==> config.mk <==
export PLATFORM = sky130hd
export DESIGN_NAME = acars_block_framer
export DESIGN_NICKNAME = d
export VERILOG_FILES = /design/src/design/abf_pkg.sv /design/src/design/acars_block_framer.sv /design/src/design/abf_cfg.sv /design/src/design/abf_shifter.sv /design/src/design/abf_fsm.sv
export SDC_FILE = /design/constraint.sdc
export NUM_CORES = 1
export LEC_CHECK = 0
export ABC_CLOCK_PERIOD_IN_PS = 8300
export BUFFER_PORTS_ARGS = -buffer_cell sky130_fd_sc_hd__buf_2
export CORE_MARGIN = 5
export CORE_UTILIZATION = 60
export DETAILED_ROUTE_END_ITERATION = 8
export GPL_TIMING_DRIVEN = 0
export PLACE_DENSITY = 0.79
export RECOVER_POWER = 100
export SLEW_MARGIN = 20
export SYNTH_ARGS = -nofsm -noshare
export SYNTH_HDL_FRONTEND = slang
export SYNTH_HIERARCHICAL = 1
export SYNTH_SLANG_ARGS = --single-unit
==> constraint.sdc <==
create_clock -name i_clk -period 8.3 [get_ports i_clk]
set_input_delay 1.245 -clock i_clk [delete_from_list [all_inputs] [get_ports i_clk]]
set_output_delay 1.245 -clock i_clk [all_outputs]
set_load 0.02 [all_outputs]
==> src/design/abf_pkg.sv <==
// ----------------------------------------------------------------------------
// abf_pkg
// Shared types, register indexes, event codes and reset values for the
// ACARS block framer.
// ----------------------------------------------------------------------------
package abf_pkg;

    // Configuration register indexes
    localparam logic [2:0] REG_MAX_PARITY_ERRORS     = 3'd0;
    localparam logic [2:0] REG_SYNC_BYTE             = 3'd1;
    localparam logic [2:0] REG_START_BYTE            = 3'd2;
    localparam logic [2:0] REG_END_TEXT_BYTE         = 3'd3;
    localparam logic [2:0] REG_END_BLOCK_BYTE        = 3'd4;
    localparam logic [2:0] REG_ESCAPE_BYTE           = 3'd5;
    localparam logic [2:0] REG_MAX_BLOCK_LENGTH      = 3'd6;
    localparam logic [2:0] REG_MIN_LENGTH_FOR_ESCAPE = 3'd7;

    // Reset values of the configuration registers
    localparam logic [3:0] RST_MAX_PARITY_ERRORS     = 4'd3;
    localparam logic [7:0] RST_SYNC_BYTE             = 8'd22;
    localparam logic [7:0] RST_START_BYTE            = 8'd1;
    localparam logic [7:0] RST_END_TEXT_BYTE         = 8'd131;
    localparam logic [7:0] RST_END_BLOCK_BYTE        = 8'd151;
    localparam logic [7:0] RST_ESCAPE_BYTE           = 8'd127;
    localparam logic [7:0] RST_MAX_BLOCK_LENGTH      = 8'd240;
    localparam logic [7:0] RST_MIN_LENGTH_FOR_ESCAPE = 8'd20;

    // Event codes on the result channel
    localparam logic [2:0] EV_NONE         = 3'd0;
    localparam logic [2:0] EV_SYNC_SEEN    = 3'd1;
    localparam logic [2:0] EV_BLOCK_START  = 3'd2;
    localparam logic [2:0] EV_TEXT_BYTE    = 3'd3;
    localparam logic [2:0] EV_BLOCK_END    = 3'd4;
    localparam logic [2:0] EV_PARITY_ABORT = 3'd5;
    localparam logic [2:0] EV_LENGTH_ABORT = 3'd6;
    localparam logic [2:0] EV_SYNC_LOST    = 3'd7;

    // Bit counter reload values after a byte decision
    localparam logic [3:0] BITS_HUNT = 4'd1;
    localparam logic [3:0] BITS_BYTE = 4'd8;

    // Saturation limit of the parity error counter
    localparam logic [4:0] PERR_MAX = 5'd31;

    typedef struct packed {
        logic [3:0] max_parity_errors;
        logic [7:0] sync_byte;
        logic [7:0] start_byte;
        logic [7:0] end_text_byte;
        logic [7:0] end_block_byte;
        logic [7:0] escape_byte;
        logic [7:0] max_block_length;
        logic [7:0] min_length_for_escape;
    } t_cfg;

    // Per-transfer result of the framer
    typedef struct packed {
        logic [2:0] event_res;
        logic [7:0] data_byte;
        logic       parity_ok;
        logic [7:0] block_length;
        logic [7:0] crc_first;
        logic [7:0] crc_second;
        logic       pll_reset;
        logic       polarity_inverted;
    } t_result;

    // Shifter status towards the framer
    typedef struct packed {
        logic       decode;
        logic [7:0] byte_val;
    } t_shift_stat;

endpackage

==> src/design/acars_block_framer.sv <==
// ----------------------------------------------------------------------------
// acars_block_framer
// ACARS block framer: bit-level sync hunt, block framing, text streaming.
// ----------------------------------------------------------------------------
// One demodulated bit is taken per clock cycle while the input is not stalled,
// and each bit gives exactly one result, available in the output register in
// the cycle after its transfer. The sustained rate is one bit per cycle while
// no stall occurs; it is set by the update of the framing state, bit counter
// and shift register, which all update together on each accepted bit. The
// input is stalled only while a held result is itself stalled downstream.
// Configuration is written through a plain write port and takes effect on the next bit.
module acars_block_framer (
    input  logic       i_clk,
    input  logic       i_rst_n,
    // bit input channel
    input  logic       i_valid,
    output logic       o_stall,
    input  logic       i_bit_in,
    // result channel
    output logic       o_valid,
    input  logic       i_stall,
    output logic [2:0] o_event_res,
    output logic [7:0] o_data_byte,
    output logic       o_parity_ok,
    output logic [7:0] o_block_length,
    output logic [7:0] o_crc_first,
    output logic [7:0] o_crc_second,
    output logic       o_pll_reset,
    output logic       o_polarity_inverted,
    // configuration write port
    input  logic       i_cfg_we,
    input  logic [2:0] i_cfg_index,
    input  logic [7:0] i_cfg_data
);

    abf_pkg::t_cfg        cfg;
    abf_pkg::t_shift_stat stat;
    abf_pkg::t_result     n_result;
    abf_pkg::t_result     r_result;
    logic                 r_out_valid;
    logic                 accept;
    logic                 invert;
    logic [3:0]           reload;

    // Take a bit whenever the result register is free or being emptied
    assign o_stall = r_out_valid && i_stall;
    assign accept  = i_valid && !o_stall;

    abf_cfg u_cfg (
        .i_clk       (i_clk),
        .i_rst_n     (i_rst_n),
        .i_cfg_we    (i_cfg_we),
        .i_cfg_index (i_cfg_index),
        .i_cfg_data  (i_cfg_data),
        .o_cfg       (cfg)
    );

    abf_shifter u_shifter (
        .i_clk    (i_clk),
        .i_rst_n  (i_rst_n),
        .i_accept (accept),
        .i_bit    (i_bit_in),
        .i_invert (invert),
        .i_reload (reload),
        .o_stat   (stat)
    );

    abf_fsm u_fsm (
        .i_clk    (i_clk),
        .i_rst_n  (i_rst_n),
        .i_accept (accept),
        .i_cfg    (cfg),
        .i_stat   (stat),
        .o_invert (invert),
        .o_reload (reload),
        .o_result (n_result)
    );

    // Output register
    always_ff @(posedge i_clk) begin
        if (!i_rst_n) begin
            r_out_valid <= 1'b0;
        end else if (accept) begin
            r_out_valid <= 1'b1;
        end else if (!i_stall) begin
            r_out_valid <= 1'b0;
        end
    end

    always_ff @(posedge i_clk) begin
        if (accept) begin
            r_result <= n_result;
        end
    end

    assign o_valid             = r_out_valid;
    assign o_event_res         = r_result.event_res;
    assign o_data_byte         = r_result.data_byte;
    assign o_parity_ok         = r_result.parity_ok;
    assign o_block_length      = r_result.block_length;
    assign o_crc_first         = r_result.crc_first;
    assign o_crc_second        = r_result.crc_second;
    assign o_pll_reset         = r_result.pll_reset;
    assign o_polarity_inverted = r_result.polarity_inverted;

    // Every bit transfer leaves a result waiting
    a_accept_fills: assert property (@(posedge i_clk) disable iff (!i_rst_n)
        accept |=> o_valid)
        else $error("accepted bit produced no result");

    // Aborts and lost sync always request a PLL reset
    a_abort_pll: assert property (@(posedge i_clk) disable iff (!i_rst_n)
        o_valid && (o_event_res == abf_pkg::EV_PARITY_ABORT
                    || o_event_res == abf_pkg::EV_LENGTH_ABORT
                    || o_event_res == abf_pkg::EV_SYNC_LOST)
        |-> o_pll_reset)
        else $error("return to sync hunt without PLL reset");

    // Block fields are zero except at block end
    a_block_fields: assert property (@(posedge i_clk) disable iff (!i_rst_n)
        o_valid && (o_event_res != abf_pkg::EV_BLOCK_END)
        |-> (o_block_length == 8'd0) && (o_crc_first == 8'd0) && (o_crc_second == 8'd0))
        else $error("block fields set outside block end");

endmodule

==> src/design/abf_cfg.sv <==
// ----------------------------------------------------------------------------
// abf_cfg
// Configuration register file of the framer, plain write port.
// ----------------------------------------------------------------------------
module abf_cfg (
    input  logic           i_clk,
    input  logic           i_rst_n,
    input  logic           i_cfg_we,
    input  logic [2:0]     i_cfg_index,
    input  logic [7:0]     i_cfg_data,
    output abf_pkg::t_cfg  o_cfg
);

    abf_pkg::t_cfg r_cfg;

    // Register writes by index
    always_ff @(posedge i_clk) begin
        if (!i_rst_n) begin
            r_cfg.max_parity_errors     <= abf_pkg::RST_MAX_PARITY_ERRORS;
            r_cfg.sync_byte             <= abf_pkg::RST_SYNC_BYTE;
            r_cfg.start_byte            <= abf_pkg::RST_START_BYTE;
            r_cfg.end_text_byte         <= abf_pkg::RST_END_TEXT_BYTE;
            r_cfg.end_block_byte        <= abf_pkg::RST_END_BLOCK_BYTE;
            r_cfg.escape_byte           <= abf_pkg::RST_ESCAPE_BYTE;
            r_cfg.max_block_length      <= abf_pkg::RST_MAX_BLOCK_LENGTH;
            r_cfg.min_length_for_escape <= abf_pkg::RST_MIN_LENGTH_FOR_ESCAPE;
        end else if (i_cfg_we) begin
            case (i_cfg_index)
                abf_pkg::REG_MAX_PARITY_ERRORS: begin
                    r_cfg.max_parity_errors <= i_cfg_data[3:0];
                end
                abf_pkg::REG_SYNC_BYTE:             r_cfg.sync_byte      <= i_cfg_data;
                abf_pkg::REG_START_BYTE:            r_cfg.start_byte     <= i_cfg_data;
                abf_pkg::REG_END_TEXT_BYTE:         r_cfg.end_text_byte  <= i_cfg_data;
                abf_pkg::REG_END_BLOCK_BYTE:        r_cfg.end_block_byte <= i_cfg_data;
                abf_pkg::REG_ESCAPE_BYTE:           r_cfg.escape_byte    <= i_cfg_data;
                abf_pkg::REG_MAX_BLOCK_LENGTH: begin
                    r_cfg.max_block_length <= i_cfg_data;
                end
                abf_pkg::REG_MIN_LENGTH_FOR_ESCAPE: begin
                    r_cfg.min_length_for_escape <= i_cfg_data;
                end
                default: begin
                end
            endcase
        end
    end

    assign o_cfg = r_cfg;

endmodule

==> src/design/abf_shifter.sv <==
// ----------------------------------------------------------------------------
// abf_shifter
// Polarity correction, LSB-first byte assembly and bit counter.
// ----------------------------------------------------------------------------
module abf_shifter (
    input  logic                 i_clk,
    input  logic                 i_rst_n,
    input  logic                 i_accept,
    input  logic                 i_bit,
    input  logic                 i_invert,
    input  logic [3:0]           i_reload,
    output abf_pkg::t_shift_stat o_stat
);

    logic [7:0] r_shift;
    logic [3:0] r_bits_left;
    logic [7:0] n_shift;
    logic       decode;

    // New bit enters at the top, byte decided when counter is 0 or 1
    assign n_shift = {i_bit ^ i_invert, r_shift[7:1]};
    assign decode  = (r_bits_left <= 4'd1);

    always_ff @(posedge i_clk) begin
        if (!i_rst_n) begin
            r_shift     <= 8'd0;
            r_bits_left <= 4'd0;
        end else if (i_accept) begin
            r_shift <= n_shift;
            if (decode) begin
                r_bits_left <= i_reload;
            end else begin
                r_bits_left <= r_bits_left - 4'd1;
            end
        end
    end

    assign o_stat.decode   = decode;
    assign o_stat.byte_val = n_shift;

endmodule

==> src/design/abf_fsm.sv <==
// ----------------------------------------------------------------------------
// abf_fsm
// Block framing state machine: sync hunt, header, text, CRC and end.
// ----------------------------------------------------------------------------
module abf_fsm (
    input  logic                 i_clk,
    input  logic                 i_rst_n,
    input  logic                 i_accept,
    input  abf_pkg::t_cfg        i_cfg,
    input  abf_pkg::t_shift_stat i_stat,
    output logic                 o_invert,
    output logic [3:0]           o_reload,
    output abf_pkg::t_result     o_result
);

    typedef enum logic [6:0] {
        ST_HUNT = 7'b0000001,
        ST_SYN2 = 7'b0000010,
        ST_SOH  = 7'b0000100,
        ST_TXT  = 7'b0001000,
        ST_CRC1 = 7'b0010000,
        ST_CRC2 = 7'b0100000,
        ST_END  = 7'b1000000
    } t_state;

    t_state      r_state,  n_state;
    logic        r_invert, n_invert;
    logic [7:0]  r_text_count, n_text_count;
    logic [4:0]  r_perr, n_perr;
    logic [7:0]  r_crc_hold, n_crc_hold;
    logic [15:0] r_prev, n_prev;

    logic [7:0]  b;
    logic [7:0]  nsync;
    logic        pok;
    logic [8:0]  cnt;
    logic [8:0]  cnt_less3;
    logic [4:0]  perr_inc;
    logic [4:0]  perr_limit;

    assign b          = i_stat.byte_val;
    assign nsync      = ~i_cfg.sync_byte;
    assign pok        = ^b;
    assign cnt        = {1'b0, r_text_count} + 9'd1;
    assign cnt_less3  = (cnt >= 9'd3) ? (cnt - 9'd3) : 9'd0;
    assign perr_inc   = (r_perr < abf_pkg::PERR_MAX) ? (r_perr + 5'd1) : r_perr;
    assign perr_limit = {1'b0, i_cfg.max_parity_errors} + 5'd1;

    // Next state and result for one transfer
    always_comb begin
        n_state      = r_state;
        n_invert     = r_invert;
        n_text_count = r_text_count;
        n_perr       = r_perr;
        n_crc_hold   = r_crc_hold;
        n_prev       = r_prev;
        o_reload     = abf_pkg::BITS_BYTE;
        o_result     = '0;
        if (i_stat.decode) begin
            o_result.data_byte = b;
            o_result.parity_ok = pok;
            case (r_state)
                ST_SYN2: begin
                    if (b == i_cfg.sync_byte) begin
                        n_state = ST_SOH;
                        o_result.event_res = abf_pkg::EV_SYNC_SEEN;
                    end else if (b == nsync) begin
                        n_invert = ~r_invert;
                        o_result.event_res = abf_pkg::EV_SYNC_SEEN;
                    end else begin
                        n_state = ST_HUNT;
                        o_reload = abf_pkg::BITS_HUNT;
                        o_result.event_res = abf_pkg::EV_SYNC_LOST;
                        o_result.pll_reset = 1'b1;
                    end
                end
                ST_SOH: begin
                    if (b == i_cfg.start_byte) begin
                        n_state      = ST_TXT;
                        n_text_count = 8'd0;
                        n_perr       = 5'd0;
                        n_prev       = 16'd0;
                        o_result.event_res = abf_pkg::EV_BLOCK_START;
                    end else begin
                        n_state = ST_HUNT;
                        o_reload = abf_pkg::BITS_HUNT;
                        o_result.event_res = abf_pkg::EV_SYNC_LOST;
                        o_result.pll_reset = 1'b1;
                    end
                end
                ST_TXT: begin
                    // Stored count saturates at 255
                    n_text_count = cnt[8] ? 8'd255 : cnt[7:0];
                    if (!pok) begin
                        n_perr = perr_inc;
                    end
                    if (!pok && (perr_inc > perr_limit)) begin
                        n_state = ST_HUNT;
                        o_reload = abf_pkg::BITS_HUNT;
                        o_result.event_res = abf_pkg::EV_PARITY_ABORT;
                        o_result.pll_reset = 1'b1;
                    end else if (b == i_cfg.end_text_byte || b == i_cfg.end_block_byte) begin
                        n_prev  = {r_prev[7:0], b};
                        n_state = ST_CRC1;
                        o_result.event_res = abf_pkg::EV_TEXT_BYTE;
                    end else if ((cnt > {1'b0, i_cfg.min_length_for_escape})
                                 && (b == i_cfg.escape_byte)) begin
                        // Escape ends the block, last two text bytes are the CRC
                        n_text_count = cnt_less3[7:0];
                        n_state      = ST_END;
                        o_result.event_res    = abf_pkg::EV_BLOCK_END;
                        o_result.block_length = cnt_less3[7:0];
                        o_result.crc_first    = r_prev[15:8];
                        o_result.crc_second   = r_prev[7:0];
                    end else if (cnt > {1'b0, i_cfg.max_block_length}) begin
                        n_state = ST_HUNT;
                        o_reload = abf_pkg::BITS_HUNT;
                        o_result.event_res = abf_pkg::EV_LENGTH_ABORT;
                        o_result.pll_reset = 1'b1;
                    end else begin
                        n_prev = {r_prev[7:0], b};
                        o_result.event_res = abf_pkg::EV_TEXT_BYTE;
                    end
                end
                ST_CRC1: begin
                    n_crc_hold = b;
                    n_state    = ST_CRC2;
                end
                ST_CRC2: begin
                    n_state = ST_END;
                    o_result.event_res    = abf_pkg::EV_BLOCK_END;
                    o_result.block_length = r_text_count;
                    o_result.crc_first    = r_crc_hold;
                    o_result.crc_second   = b;
                end
                ST_END: begin
                    n_state = ST_HUNT;
                    o_result.pll_reset = 1'b1;
                end
                default: begin
                    // Sync hunt, bit by bit
                    if (b == i_cfg.sync_byte) begin
                        n_state = ST_SYN2;
                        o_result.event_res = abf_pkg::EV_SYNC_SEEN;
                    end else if (b == nsync) begin
                        n_invert = ~r_invert;
                        n_state  = ST_SYN2;
                        o_result.event_res = abf_pkg::EV_SYNC_SEEN;
                    end else begin
                        n_state  = ST_HUNT;
                        o_reload = abf_pkg::BITS_HUNT;
                        o_result.data_byte = 8'd0;
                        o_result.parity_ok = 1'b0;
                    end
                end
            endcase
        end
        o_result.polarity_inverted = n_invert;
    end

    always_ff @(posedge i_clk) begin
        if (!i_rst_n) begin
            r_state      <= ST_HUNT;
            r_invert     <= 1'b0;
            r_text_count <= 8'd0;
            r_perr       <= 5'd0;
            r_crc_hold   <= 8'd0;
            r_prev       <= 16'd0;
        end else if (i_accept) begin
            r_state      <= n_state;
            r_invert     <= n_invert;
            r_text_count <= n_text_count;
            r_perr       <= n_perr;
            r_crc_hold   <= n_crc_hold;
            r_prev       <= n_prev;
        end
    end

    assign o_invert = r_invert;

    // An abort always lands in sync hunt
    a_abort_to_hunt: assert property (@(posedge i_clk) disable iff (!i_rst_n)
        i_accept && (o_result.event_res == abf_pkg::EV_PARITY_ABORT
                     || o_result.event_res == abf_pkg::EV_LENGTH_ABORT)
        |=> r_state == ST_HUNT)
        else $error("abort did not return to sync hunt");

    // Polarity only flips on a sync event
    a_invert_on_sync: assert property (@(posedge i_clk) disable iff (!i_rst_n)
        i_accept && (n_invert != r_invert)
        |-> o_result.event_res == abf_pkg::EV_SYNC_SEEN)
        else $error("polarity changed outside a sync event");

    // Text state is entered only from start of header
    a_txt_entry: assert property (@(posedge i_clk) disable iff (!i_rst_n)
        $rose(r_state == ST_TXT) |-> $past(r_state) == ST_SOH)
        else $error("text state entered without a start of header");

endmodule

==> reports/qor.txt <==
Most common cell after layout, fill and taps aside: dfxtp_1
First drt pass iteration count: 6
Critical Path End Type: register
Layout cells sized above 1: 9.539%
Max cap viols: 1
CTS buffer count: 17
Synth Flop Type: dfxtp_1
Most frequent cells in the layout: 117 x dfxtp_1, 83 x mux2i_1, 83 x nand2_1, 74 x clkbuf_1, 71 x nor2_1
Die Y: 128.6 um
WP data required: 8.56 ns
Row count: 43
Critical-path maximum fanout: 10
Core footprint: 0.01383 mm2
Pre-CTS WS: 4.118 ns
Worst Hold Class: reg -> reg
Final period util: 63.80%
Final hold vios: 0
Critical R2R Launch: u_fsm/r_text_count[0]
Vias after detailed routing: 6703
Global Route Usage Sum: 24.91%
Die X-Extent: 128.6 um
Outcome: complete, but fails checks
RSZ-0062 raised after global routing: false
Max_slew headroom: -1.939%
Global-route wire length before repair: 32.59 mm
CTS Buffer Depth: 2
Setup Skew: 0.02139 ns
Hold path depth: 2
Ant. Diodes: 0
Worst Setup Slack, final: 3.004 ns
Hold_buf cts: 0
H-tree levels: 4
R2R setup slack: 3.00 ns
Crit-path cells: clkbuf_1, and4_1, and3_1, clkbuf_1, xnor2_1, ha_1, nand4b_1, or4_2, o211ai_1, o21a_4, o21a_1, nor3b_1, clkbuf_1, a22oi_1, nor2_1
Busiest layer in global routing: met2
Nets: 982
Setup TNS: 0 ns
Die Footprint: 0.01653 mm2
CTS Sinks: 155
Setup bufs post-CTS: 0
Area growth, synth to finish: 11.23%
Drt wl/cell: 18.02 um
IO Port Bufs: 52
Worst slew pin tran: 1.529 ns
Static leakage power: 0.003793 uW
CP startpoint kind: register
Critical path's largest stage delay: 0.70 ns
CP max-delay cell: nor3b_1
Residual DRC: 0
WS Path Type: reg -> reg
CP most frequent cell: clkbuf_1
Final setup fails: 0
WHS Endpoint: u_cfg/o_cfg[5]
Reg clk slew, reported paths: 0.06 ns
GRT met2 Usage: 42.35%
Post-synth EDFFs: 38
Cell family with most CP delay: simple AND/OR/NAND/NOR gates
Met1 usage: 32.10%
Sequential fraction of the synthesis area: 41.29%
Power per Cell Area: 184.3 mW/mm2
Worst Reg-to-Reg Cells: 15
Worst-Skew Late Latency: 0.43 ns
Remaining Overflow, GRT: 0
Synthesized cell area: 0.008436 mm2
ANT nets after route: 0
Asr flop ratio synth: 0%
Worst r2r dst: o_block_length[6]
Vias/cell: 5.911
Mean Syn Cell Area: 9.718 um2
HP Start: u_cfg/o_cfg[5]
Gp weighted congestion: 0.9223
I/O pins: 57
Cts repair resizes: 0
Initial DRC Count: 648
Vias in the first global route: 6347
Initial antenna violation count: 0
IR drop worst, VDD: 0.0001560 V
Largest net degree at the start of global routing: 32
GRT met3 Usage: 4.359%
Syn Inst Count: 868
Distinct cells, synth: 88
Peak Freq: 188.8 MHz
Clk root buf: clkbuf_16
Starting density of the core: 61.01%
Failing checks: max-capacitance violations, max-slew violations
Max Transition Viols Final: 32
Hpwl dp: 14.32 mm
WP buf/inv: 3
Crit path arrival time: 5.56 ns
CTS tree: yes
Detailed Route WL: 20.44 mm
Post-synthesis register bit count: 155
Yosys Warn Count: 6
Period minus WS final: 5.296 ns
-- report_power, final --
part / total (uW) / switching, uW / internal [uW]
Sequential: 803 / 11.0 / 792
Clock: 791 / 336 / 455
Combinational: 136 / 88.4 / 47.8
Total: 1730 / 435 / 1290
-- through the flow --
stage / instance area, um2 / hold slack, ns / cells / util [%] / total power, uW
floorplan: 8439 / 0.4385 / 869 / - / 918.6
global placement: 8925 / 0.4467 / 1101 / 64.55 / 956.8
detailed placement: 8952 / 0.4538 / 1102 / 64.75 / 960.3
CTS: 9558 / 0.4661 / 1134 / 69.13 / 1744
global route: 9383 / 0.4843 / 1134 / 67.86 / 1788
finish: 9383 / 0.4655 / 1134 / 67.86 / 1729
-- worst min-delay path: cells and delay by family (launching register included) --
kind          cells  cell delay [ns]
flops             1             0.31
simple gates      1             0.05
mux               1             0.05
-- synthesized netlist by cell type, drive strengths merged (18+ instances only) --
| library cell | count | area share, % |
|---|---|---|
| edfxtp | 38 | 14 |
| xor2 | 22 | 2.4 |
| nor2b | 48 | 3.6 |
| nand2 | 84 | 3.8 |
| nor2 | 71 | 3.2 |
| o21ai | 22 | 1.3 |
| xnor2 | 40 | 4.2 |
| nand4 | 18 | 1.3 |
| ha | 24 | 3.6 |
| inv | 32 | 1.4 |
| a22oi | 25 | 2.2 |
| mux2i | 83 | 9.8 |
| buf | 36 | 2.7 |
| a21oi | 19 | 1.2 |
| clkbuf | 22 | 0.98 |
| dfxtp | 117 | 28 |
-- flip-flops by register name (all words and copies together), names as in the netlist --
signal	flops
o_block_length	8
o_crc_first	8
o_crc_second	8
o_data_byte	8
o_event_res	3
o_parity_ok	1
o_pll_reset	1
o_polarity_inverted	1
o_valid	1
u_cfg/o_cfg	60
u_fsm/o_invert	1
u_fsm/r_crc_hold	8
u_fsm/r_perr	5
u_fsm/r_prev	16
u_fsm/r_state	7
u_fsm/r_text_count	8
u_shifter/r_bits_left	4
u_shifter/r_shift	7
-- kinds of logic (layout without fill, tap and decap cells) --
logic type | after synthesis | in the layout | share of synthesized area (%)
AOI/OAI and AO/OA | 139 | 139 | 13.22
muxes | 87 | 87 | 10.43
and+or+nand+nor | 310 | 310 | 19.86
buffers and inverters | 90 | 175 | 5.073
adders and majority gates | 24 | 24 | 3.560
other | 1 | 2 | 0.04445
DFF | 155 | 155 | 41.29
xor gates and xnor gates | 62 | 62 | 6.526
-- final cells by class --
| cell class | instances | area [um2] |
|---|---|---|
| tap | 180 | 225.2 |
| clock inverter | 15 | 180.2 |
| timing repair buffer | 53 | 211.5 |
| inverter | 32 | 120.1 |
| fill | 1079 | 4444 |
| clock buffer | 17 | 425.4 |
| multi-input combinational | 624 | 4457 |
| buffer | 58 | 280.3 |
| sequential | 155 | 3483 |
-- per-layer routing --
metal	share of wire (%)	wire, um
met1	43	8877
met2	49	9971
met3	5.5	1125
met4	2.3	466
met5	0	0
-- worst max-delay path by stage --
stage | from | endpoint | slack (ns) | depth (start not counted)
after floorplan | i_stall | u_fsm/r_prev[6] | 3.50 | 9
after global placement | i_stall | u_fsm/r_prev[9] | 2.42 | 10
after detailed placement | u_fsm/r_text_count[0] | u_shifter/r_bits_left[3] | 4.12 | 16
after CTS | u_fsm/r_text_count[0] | o_block_length[6] | 4.09 | 15
after global routing | u_fsm/r_text_count[0] | o_block_length[4] | 2.74 | 15
final | u_fsm/r_text_count[0] | o_block_length[6] | 3.00 | 15
Power figures use the tool's default switching activity.
